`src/hdl/vrra_pkg.sv`:
```
`timescale 1ns / 1ps
// ----------------------------------------------------------------------------
// vrra_pkg
// types and constants shared by the ring allocator modules
// ----------------------------------------------------------------------------
package vrra_pkg;

    localparam int LINE_CAPACITY_DEF = 1024;
    localparam int ARENA_BYTES_DEF   = 16777216;
    localparam int SEGMENT_BYTES_DEF = 8;

    localparam logic [2:0] CMD_APPEND = 3'd0;
    localparam logic [2:0] CMD_GET    = 3'd1;
    localparam logic [2:0] CMD_SET    = 3'd2;
    localparam logic [2:0] CMD_TRIM   = 3'd3;
    localparam logic [2:0] CMD_CLEAR  = 3'd4;

    typedef struct packed {
        logic [2:0]  cmd;
        logic [7:0]  segment_count;
        logic [15:0] text_length;
        logic [15:0] row_count;
        logic [7:0]  line_flags;
        logic [9:0]  line_index;
    } cmd_item_t;

    typedef struct packed {
        logic [25:0] evicted_rows;
        logic [23:0] record_offset;
        logic        hit;
        logic [15:0] out_length;
        logic [15:0] out_rows;
        logic [7:0]  out_segments;
        logic [7:0]  out_flags;
        logic [10:0] line_count;
        logic [31:0] evicted_total;
    } result_item_t;

    // classified item handed from front to back
    typedef struct packed {
        cmd_item_t   item;
        logic [24:0] rec_bytes;
    } work_item_t;

endpackage

```
`src/hdl/vrra_front.sv`:
```
`timescale 1ns / 1ps
// ----------------------------------------------------------------------------
// vrra_front
// accepts commands, sizes records and queues items for the back end
// ----------------------------------------------------------------------------
module vrra_front #(
    parameter int SEGMENT_BYTES = 8,
    parameter int DEPTH = 2
) (
    input  logic                  clk,
    input  logic                  rst_n,
    input  logic                  start,
    input  vrra_pkg::cmd_item_t   in_item,
    output logic                  busy,
    output logic                  q_valid,
    output vrra_pkg::work_item_t  q_item,
    input  logic                  q_pop
);
    import vrra_pkg::*;

    localparam int PW = (DEPTH > 1) ? $clog2(DEPTH) : 1;

    work_item_t        mem_reg [DEPTH];
    logic [PW-1:0]     wp_reg, rp_reg;
    logic [PW:0]       cnt_reg;
    work_item_t        w;
    logic              push;
    logic [24:0]       sz;

    assign busy    = (cnt_reg == (PW+1)'(DEPTH));
    assign push    = start && !busy;
    assign q_valid = (cnt_reg != '0);
    assign q_item  = mem_reg[rp_reg];

    always_comb
    begin
        sz = 25'(in_item.segment_count) * 25'(SEGMENT_BYTES)
           + 25'(in_item.text_length) + 25'd3;
        w.item = in_item;
        w.rec_bytes = sz & ~25'd3;
    end

    always_ff @(posedge clk)
    begin
        if (push)
        begin
            mem_reg[wp_reg] <= w;
        end
    end

    always_ff @(posedge clk or negedge rst_n)
    begin
        if (!rst_n)
        begin
            wp_reg  <= '0;
            rp_reg  <= '0;
            cnt_reg <= '0;
        end
        else
        begin
            if (push)
            begin
                wp_reg <= (wp_reg == PW'(DEPTH-1)) ? '0 : wp_reg + 1'b1;
            end
            if (q_pop)
            begin
                rp_reg <= (rp_reg == PW'(DEPTH-1)) ? '0 : rp_reg + 1'b1;
            end
            cnt_reg <= cnt_reg + (PW+1)'(push) - (PW+1)'(q_pop);
        end
    end

endmodule

```
`config.mk`:
```
export PLATFORM = sky130hd
export DESIGN_NAME = vrra_front
export DESIGN_NICKNAME = d
export VERILOG_FILES = /design/src/hdl/vrra_pkg.sv /design/src/hdl/vrra_front.sv
export SDC_FILE = /design/constraint.sdc
export NUM_CORES = 1
export LEC_CHECK = 0
export ABC_AREA = 1
export CAP_MARGIN = 30
export CORE_MARGIN = 1
export CORE_UTILIZATION = 30
export CTS_CLUSTER_SIZE = 24
export DETAILED_ROUTE_END_ITERATION = 8
export DONT_BUFFER_PORTS = 1
export PLACE_DENSITY = 0.47
export SKIP_LAST_GASP = 1
export SLEW_MARGIN = 20
export SYNTH_ARGS = -nofsm -noshare
export SYNTH_HDL_FRONTEND = slang
export SYNTH_SLANG_ARGS = --single-unit
export TNS_END_PERCENT = 50
```
`constraint.sdc`:
```
create_clock -name clk -period 4.1 [get_ports clk]
set_input_delay 0.82 -clock clk [delete_from_list [all_inputs] [get_ports clk]]
set_output_delay 0.82 -clock clk [all_outputs]
set_load 0.005 [all_outputs]
```
==> qor.csv, run 1 <==
stage,metric,value,unit
worst_setup_path,slowest_delay,0.86,ns
clock_tree,post_cts_buffers,0,
synth,yosysWarnings,0,
worst_setup_path,r2r_slack,2.37,ns
layout,fillers,2113,
worst_setup_path,crit_type,reg -> out,
layout,syn_to_final_growth,14.3,%
timing,holdWs,0.0871,ns
worst_setup_path,cp_max_fo,43,
timing,finalSetupViolations,0,
synth,syn-cell-area,6630,µm²
route,drt_first_pass_iters,4,
clock_tree,clock-sinks,156,
worst_setup_path,reg2reg_from,cnt_reg[1]$_DFF_PN0_,
route,drt_iter0_drc,216,
synth,ys_types,27,
worst_setup_path,crit_path_end,q_item[11],
layout,fin_cells,732,
worst_setup_path,crit_buf_inv,1,
timing,max_freq,348,MHz
route,wirelength,13.2,mm
die,fp.coreArea,21800,µm²
power_and_ir_drop,powerDensity,680,nW/µm²
timing,rsz0062_at_grt,false,
global_routing,antenna_found_initial,0,
worst_setup_path,crit_required,3.28,ns
power_and_ir_drop,p_leak,2.83,nW
worst_setup_path,cp_cell_sequence,buf_12 -> mux2_2,
worst_setup_path,crit_path_end_kind,output port,
synth,synth_edf_count,152,
worst_setup_path,critPathTopFamily,flip-flops,
global_routing,grt_max_degree,45,
timing,finalHoldViolations,0,
synth,synth_top_area_frac,0.689,
power_and_ir_drop,peakVddDrop,0.000289,V
synth,ys_top_cells_by_area,"edfxtp_1, mux2_2, mux2_4",
layout,largest_reg_flops,152,
clock_tree,cts_buffers,17,
layout,drive_above_1_share,0.279,
timing,worstMarginPinSlew,0.671,ns
route,wire_per_inst,18.1,µm
clock_tree,cts_tree,done,
layout,n_antenna_cell,0,
route,drc_errors,0,
synth,synth_area_per_cell,15.6,µm²
worst_setup_path,cp_slowest_cell,dfrtp_4,
synth,async_reset_ff_frac,0.0256,
synth,netlist.top_cell.by_area,edfxtp_1,
global_routing,gr-usage-all-layers,0.118,
die,start_util,0.305,
timing,fin_crit_sh,0.702,
clock_tree,clk_pin_slew,0.06,ns
worst_setup_path,crit_start,rp_reg$_DFFE_PN0P_,
die,die_area,22700,µm²
die,num_rows,54,
clock_tree,cts_hold_buf,0,
timing,skew,0.00674,ns
placement,io_buffers,0,
placement,place_inst,699,
clock_tree,clockBufferDepth,2,
synth,synth.most_common_cell,edfxtp_1,
layout,final_nets,514,
synth,ys_dominant_reg_cell,edfxtp_1,
worst_setup_path,cp.arrival,2.06,ns
route,via_per_inst,4.40,
die,ios,153,
run_status,outcome,finished clean,
synth,yosysSeqAreaShare,0.704,
die,die_y,151,µm
placement,gp_congestion,0.793,
timing,period_needed,2.88,ns
worst_setup_path,r2r_cells,5,
global_routing,overflow,0,
worst_setup_path,r2r-end,mem_reg[1][33]$_DFFE_PP_,
global_routing,grt_pass1_vias,3188,
synth,synthTopCellsByCount,"edfxtp_1, nand2_1, mux2_2",
clock_tree,cts.htree.levels,4,
route,num_vias,3218,
clock_tree,insertion_delay,0.42,ns
global_routing,grt_pass1_wl,18.9,mm
synth,ys_ff_latch,156,
clock_tree,cts-root-buf,clkbuf_16,
min_path,min_path_type,in -> async,
clock_tree,ctsResizeCount,0,
timing,maxSlewViolCount,0,
worst_setup_path,worst_setup_path_start_kind,register,
route,postRouteAntennaNets,0,
timing,relSlewSlack,0.553,
die,die_w,151,µm
synth,synthCells,424,
layout,fin_util,0.348,
worst_setup_path,crit_cells,2,
flow_run,maxCapViolations,0,
timing,setup_tns,0,ns
placement,place_hpwl,9.16,mm
## worst min-delay path by stage
stage / startpoint / end / slack (ns) / cells past startpoint
after floorplan: rst_n / cnt_reg[0]$_DFF_PN0_ / 0.52 / 0
after global placement: rst_n / rp_reg$_DFFE_PN0P_ / 0.52 / 0
after detailed placement: rst_n / cnt_reg[0]$_DFF_PN0_ / 0.52 / 0
after CTS: rst_n / cnt_reg[0]$_DFF_PN0_ / 0.06 / 0
after global routing: rst_n / rp_reg$_DFFE_PN0P_ / 0.05 / 0
final: rst_n / rp_reg$_DFFE_PN0P_ / 0.09 / 0
## through the flow
step	instance area, µm²	power, W	setup WS, ns
after floorplan	6660	0.00335	-0.480
after global routing	7570	0.00540	1.10
after CTS	7550	0.00523	1.17
after detailed placement	6950	0.00362	1.60
after global placement	6950	0.00360	1.61
final	7570	0.00515	1.22
## cell type report
class / instances / area, µm² / share of cell area
tap: 280 / 350 / 0.0463
clock inverter: 15 / 179 / 0.0236
sequential: 156 / 4670 / 0.616
inverter: 37 / 139 / 0.0183
multi-input combinational: 221 / 1730 / 0.228
clock buffer: 17 / 425 / 0.0562
timing repair buffer: 6 / 82.6 / 0.0109
## report_power, final
group / total [W] / internal, W / switching, W / leakage [nW]
clock: 0.00159 / 0.000919 / 0.000671 / 0.294
sequential: 0.00238 / 0.00220 / 0.000187 / 1.46
combinational: 0.00117 / 0.000563 / 0.000611 / 1.08
total: 0.00515 / 0.00368 / 0.00147 / 2.83
## layout by cell type (no fill, tap or decap), types with 5 or more instances in the layout
cell type,Yosys,final
clkbuf_16,0,17
conb_1,1,10
edfxtp_1,152,152
ha_1,10,10
inv_1,36,36
inv_6,0,6
mux2_2,46,46
mux2_4,30,30
nand2_1,62,62
nand3_1,11,11
nand4_1,5,5
nor2_1,22,20
xor2_1,7,7
## worst register-to-register path, cell delays in order, from the launching register on
cell     delay, ns
dfrtp_1       0.37
inv_1         0.11
o21ai_2       0.13
nor2_4        0.22
buf_12        0.23
buf_4         0.33
## per-layer routing
metal	vias to the layer above	GRT usage	part of all wire
li1	1523	-	-
met5	-	0	0
met3	17	0.0518	0.11
met1	1553	0.134	0.40
met2	125	0.193	0.48
met4	0	0.0510	0.015
## kinds of logic after synthesis
| group | Yosys count | share of synthesized area |
|---|---|---|
| AO/OA/AOI/OAI | 7 | 0.00623 |
| XOR/XNOR | 9 | 0.0119 |
| adder cells (fa/ha/maj) | 10 | 0.0189 |
| buffers and inverters | 56 | 0.0429 |
| flip-flops | 156 | 0.704 |
| multiplexers | 76 | 0.146 |
| other | 1 | 0.000566 |
| AND/OR/NAND/NOR | 109 | 0.0697 |
Power figures use the tool's default switching activity.
==> inputs of run 2 (changes only) <==
--- a/config.mk
+++ b/config.mk
@@ -12,7 +12,7 @@
 export CTS_CLUSTER_SIZE = 24
 export DETAILED_ROUTE_END_ITERATION = 8
 export DONT_BUFFER_PORTS = 1
-export PLACE_DENSITY = 0.47
+export PLACE_DENSITY = 0.46
 export SKIP_LAST_GASP = 1
 export SLEW_MARGIN = 20
 export SYNTH_ARGS = -nofsm -noshare
==> constraint.sdc (replaced) <==
create_clock -name clk -period 2.7 [get_ports clk]
set_input_delay 0.54 -clock clk [delete_from_list [all_inputs] [get_ports clk]]
set_output_delay 0.54 -clock clk [all_outputs]
set_load 0.005 [all_outputs]
==> run 2 against run 1 <==
Net effect:
- sequential cell count unchanged
- global-route usage decreased by 0.45 points
- hold slack improved by 0.11 ns
- clock power increased by 36%
- register-to-register slack got worse by 1.3 ns
- clock-buffer cell count unchanged
- largest power group unchanged
- total power increased by 46%
- critical path depth unchanged
- highest routed layer unchanged
- wire length decreased by 6.1%
- critical endpoint is now q_item[85]
==> qor.csv, run 2 (synthesis gave the netlist of run 1 again) <==
stage,metric,value,unit
die,ios,153,
power_and_ir_drop,combPwrFrac,0.232,
power_and_ir_drop,power_frac_clock,0.289,
power_and_ir_drop,p_seq_frac,0.479,
layout,final_common_cell,edfxtp_1,
clock_tree,clk_pin_slew,0.06,ns
route,via_per_inst,4.34,
timing,max_freq,389,MHz
worst_setup_path,crit_buf_inv,1,
power_and_ir_drop,powerDensity,1000,nW/µm²
route,postRouteAntennaNets,0,
clock_tree,cts-root-buf,clkbuf_16,
worst_setup_path,slowest_delay,0.84,ns
die,num_rows,54,
worst_setup_path,cp_slowest_cell,dfrtp_4,
min_path,min_path_cells,1,
min_path,min_path_type,in -> reg,
worst_setup_path,crit_required,2.16,ns
flow_run,maxCapViolations,0,
placement,gp_congestion,0.809,
worst_setup_path,cp_max_fo,38,
worst_setup_path,r2r-end,mem_reg[0][5]$_DFFE_PP_,
layout,n_antenna_cell,0,
route,wl_met2,5.88,mm
global_routing,gr-usage-all-layers,0.114,
global_routing,overflow,0,
placement,place_inst,700,
layout,drive_above_1_share,0.276,
clock_tree,cts.htree.levels,4,
die,start_util,0.305,
placement,io_buffers,0,
route,wirelength,12.4,mm
worst_setup_path,crit_type,reg -> out,
power_and_ir_drop,peakVddDrop,0.000394,V
layout,largest_reg_flops,152,
power_and_ir_drop,p_sw,0.00216,W
timing,finalSetupViolations,0,
die,die_w,151,µm
min_path,holdPathEnd,rp_reg$_DFFE_PN0P_,
timing,period_needed,2.57,ns
placement,place_hpwl,8.59,mm
route,highest_layer,met4,
worst_setup_path,cp.arrival,2.03,ns
global_routing,grt_pass1_wl,18.6,mm
global_routing,grt_max_degree,47,
worst_setup_path,r2r_cells,4,
route,met3WireLength,1.29,mm
timing,holdWs,0.200,ns
route,drt_first_pass_iters,4,
worst_setup_path,worst_setup_path_start_kind,register,
route,wire_per_inst,17.0,µm
timing,fin_crit_sh,0.951,
die,fp.coreArea,21800,µm²
timing,skew,0.00792,ns
layout,final_cell_mix,"edfxtp_1, nand2_1, mux2_2, inv_1, mux2_4",
layout,fillers,2108,
worst_setup_path,crit_path_end_kind,output port,
timing,maxSlewViolCount,0,
route,wl_met1,5.04,mm
die,die_y,151,µm
global_routing,grt_pass1_vias,3231,
timing,finalHoldViolations,0,
clock_tree,cts_buffers,17,
timing,relSlewSlack,0.545,
power_and_ir_drop,p_leak,2.79,nW
run_status,outcome,finished clean,
layout,final_nets,515,
worst_setup_path,r2r_slack,1.03,ns
power_and_ir_drop,intPower,0.00536,W
power_and_ir_drop,switching_share,0.288,
route,num_vias,3184,
layout,syn_to_final_growth,13.0,%
die,die_area,22700,µm²
worst_setup_path,cp_cell_sequence,buf_4 -> mux2_2,
route,drt_iter0_drc,163,
clock_tree,clockBufferDepth,2,
timing,rsz0062_at_grt,false,
clock_tree,clock-sinks,156,
min_path,min-delay-start,q_pop,
layout,fin_cells,733,
route,drc_errors,0,
clock_tree,insertion_delay,0.41,ns
worst_setup_path,reg2reg_from,cnt_reg[1]$_DFF_PN0_,
global_routing,antenna_found_initial,0,
timing,worstMarginPinSlew,0.682,ns
clock_tree,cts_tree,done,
worst_setup_path,critPathTopFamily,flip-flops,
[run 2: cell types whose count changed in the layout (fill, tap and decap cells not counted), sizes merged]
cell / previous run / this run
dlygate4sd3: 0 / 1
bufinv: 2 / 0
clkinvlp: 1 / 3
clkinv: 5 / 6
inv: 44 / 43
[run 2: how the worst max path moves through the flow]
stage,depth (start not counted),to,startpoint
3_3_place_gp,2,q_item[77],rp_reg$_DFFE_PN0P_
6_report,2,q_item[85],rp_reg$_DFFE_PN0P_
3_5_place_dp,2,q_item[85],rp_reg$_DFFE_PN0P_
2_1_floorplan,2,mem_reg[0][0]$_DFFE_PP_,start
4_1_cts,2,q_item[85],rp_reg$_DFFE_PN0P_
5_1_grt,2,q_item[77],rp_reg$_DFFE_PN0P_
[run 2: cell type report]
class	instances	area (µm²)	area share
flip-flops and latches	156	4670	0.623
multi-input cells	221	1730	0.231
repair buffers	7	67.6	0.00902
clock buffers	17	425	0.0568
well taps	280	350	0.0468
inverters	37	139	0.0185
clock inverters	15	114	0.0152
[run 2: routing by layer]
metal	vias to the layer above	global-route usage
li1	1527	-
met1	1518	0.135
met2	124	0.182
met3	15	0.0427
met4	0	0.0515
met5	-	0
[run 2: through the flow]
stage | area [µm²] | setup TNS, ns | util | setup slack [ns] | total power (W)
6_report | 7490 | 0 | 0.344 | 0.131 | 0.00752
5_1_grt | 7490 | 0 | 0.344 | 0.00594 | 0.00795
2_1_floorplan | 6670 | -49.48 | - | -0.326 | 0.00507
3_5_place_dp | 6940 | 0 | 0.319 | 0.548 | 0.00548
3_3_place_gp | 6940 | 0 | 0.319 | 0.565 | 0.00545
4_1_cts | 7490 | 0 | 0.344 | 0.0845 | 0.00770
[run 2: repair_timing]
item / 4_1_cts / 5_1_grt
gates resized for setup: 0 / 0
setup buffers: 0 / 0
hold endpoints to repair: 4 / 0
hold buffers: 1 / 0
[run 2: power groups by stage]
stage / Clock (W) / Sequential (W) / Combinational (W)
2_1_floorplan: 0 / 0.00350 / 0.00156
3_3_place_gp: 0 / 0.00367 / 0.00178
3_5_place_dp: 0 / 0.00368 / 0.00180
4_1_cts: 0.00225 / 0.00363 / 0.00182
5_1_grt: 0.00236 / 0.00367 / 0.00192
6_report: 0.00217 / 0.00361 / 0.00175
==> inputs of run 3 (changes only) <==
--- a/config.mk
+++ b/config.mk
@@ -13,6 +13,7 @@
 export DETAILED_ROUTE_END_ITERATION = 8
 export DONT_BUFFER_PORTS = 1
 export PLACE_DENSITY = 0.46
+export SETUP_SLACK_MARGIN = 0.5
 export SKIP_LAST_GASP = 1
 export SLEW_MARGIN = 20
 export SYNTH_ARGS = -nofsm -noshare
==> run 3 against run 2 <==
Net effect:
- clock power barely moved
- highest routed layer unchanged
- total power rose by 1.4%
- first-iteration DRC count grew 13%
==> qor.csv, run 3 (synthesis gave the netlist of run 1 again) <==
stage,metric,value,unit
worst_setup_path,cp_slowest_cell,dfrtp_4,
power_and_ir_drop,powerDensity,1010,nW/µm²
route,wirelength,12.8,mm
global_routing,grt_max_degree,47,
timing,period_needed,2.09,ns
worst_setup_path,crit_buf_inv,1,
layout,largest_reg_flops,152,
worst_setup_path,cp.arrival,1.55,ns
worst_setup_path,crit_cells,2,
run_status,outcome,finished clean,
global_routing,overflow,0,
die,fp.coreArea,21800,µm²
clock_tree,insertion_delay,0.41,ns
worst_setup_path,crit_type,reg -> out,
layout,syn_to_final_growth,13.8,%
route,postRouteAntennaNets,0,
die,num_rows,54,
layout,postLayoutCellArea,7540,µm²
timing,skew,0.0126,ns
layout,final_cell_mix,"edfxtp_1, nand2_1, mux2_2, inv_1, mux2_4",
die,ios,153,
layout,register_area,4670,µm²
worst_setup_path,crit_path_end_kind,output port,
placement,place_inst,700,
placement,place_hpwl,8.59,mm
layout,fin_cells,737,
timing,rsz0062_at_grt,false,
route,drc_errors,0,
global_routing,grt_pass1_vias,3244,
timing,worstMarginPinSlew,0.675,ns
clock_tree,cts.htree.levels,4,
min_path,min_path_cells,1,
layout,fillers,2106,
clock_tree,clk_pin_slew,0.06,ns
die,start_util,0.305,
global_routing,antenna_found_initial,0,
layout,n_antenna_cell,0,
min_path,min_path_type,in -> reg,
timing,finalHoldViolations,0,
flow_run,maxCapViolations,0,
placement,gp_congestion,0.809,
route,via_per_inst,4.33,
timing,maxSlewViolCount,0,
timing,finalSetupViolations,0,
global_routing,gr-usage-all-layers,0.117,
timing,relSlewSlack,0.550,
power_and_ir_drop,p_leak,2.82,nW
die,die_area,22700,µm²
die,die_y,151,µm
route,drt_iter0_drc,185,
layout,drive_above_1_share,0.282,
worst_setup_path,cp_max_fo,10,
worst_setup_path,r2r_cells,4,
clock_tree,clockBufferDepth,2,
global_routing,grt_pass1_wl,18.9,mm
clock_tree,clock-sinks,156,
clock_tree,cts_buffers,17,
clock_tree,cts-root-buf,clkbuf_16,
power_and_ir_drop,peakVddDrop,0.000393,V
placement,placed_area,6940,µm²
worst_setup_path,crit_required,2.16,ns
clock_tree,cts_tree,done,
layout,final_nets,519,
timing,max_freq,479,MHz
die,die_w,151,µm
worst_setup_path,slowest_delay,0.51,ns
worst_setup_path,cp_cell_sequence,buf_4 -> mux2_2,
route,wire_per_inst,17.3,µm
layout,final_common_cell,edfxtp_1,
worst_setup_path,critPathTopFamily,flip-flops,
timing,holdWs,0.198,ns
route,drt_first_pass_iters,5,
worst_setup_path,worst_setup_path_start_kind,register,
placement,io_buffers,0,
route,num_vias,3194,
layout,multi_input_area,1730,µm²
timing,fin_crit_sh,0.774,
run 3: changes by cell type in the layout (fill, tap and decap cells not counted), sizes merged:
cell,previous run,this run
buf,6,10
run 3: where the power goes:
group	leakage, nW	switching (W)	internal [W]	total (W)
sequential	1.46	0.000154	0.00334	0.00350
clock	0.260	0.000980	0.00119	0.00217
combinational	1.10	0.00107	0.000897	0.00196
run 3: cell type report:
class,count,share of cell area
timing repair buffer,11,0.0156
sequential,156,0.619
multi-input combinational,221,0.229
tap,280,0.0464
clock inverter,15,0.0151
inverter,37,0.0184
clock buffer,17,0.0564
run 3: per-layer routing:
layer  GRT usage  vias up  part of all wire
li1            -     1535                 -
met1       0.136     1527              0.40
met2       0.191      120              0.48
met3      0.0427       12             0.098
met4      0.0515        0             0.013
met5           0        -                 0
run 3: what timing repair did:
item | in CTS | in global routing
hold endpoints to repair | 4 | 0
resized for setup | 0 | 0
endpoints found under the setup margin | 76 | 0
buffers inserted | 4 | 0
hold buffers | 1 | 0
run 3: worst register-to-register path: stages (launching register included):
cell and delay [ns]:
dfrtp_1 0.38, inv_1 0.11, o21ai_2 0.13, nor2_4 0.11, buf_4 0.54
run 3: path summary, 6_finish.rpt:
kind                                 startpoint                       end  slack, ns
setup / recovery             rp_reg$_DFFE_PN0P_                q_item[85]       0.61
hold / removal                            q_pop        rp_reg$_DFFE_PN0P_       0.20
setup reg to reg           cnt_reg[1]$_DFF_PN0_  mem_reg[1][67]$_DFFE_PP_       1.02
hold reg to reg            cnt_reg[0]$_DFF_PN0_      cnt_reg[0]$_DFF_PN0_       0.60
max in group asynchronous                 rst_n        rp_reg$_DFFE_PN0P_       2.12
min in group asynchronous                 rst_n      cnt_reg[0]$_DFF_PN0_       0.39
run 3: per-stage QoR:
| step | setup slack [ns] | power [W] | setup TNS, ns | util |
|---|---|---|---|---|
| 6_report | 0.611 | 0.00763 | 0 | 0.347 |
| 2_1_floorplan | -0.326 | 0.00507 | -49.48 | - |
| 5_1_grt | 0.543 | 0.00805 | 0 | 0.347 |
| 3_3_place_gp | 0.565 | 0.00545 | 0 | 0.319 |
| 4_1_cts | 0.561 | 0.00781 | 0 | 0.347 |
| 3_5_place_dp | 0.548 | 0.00548 | 0 | 0.319 |
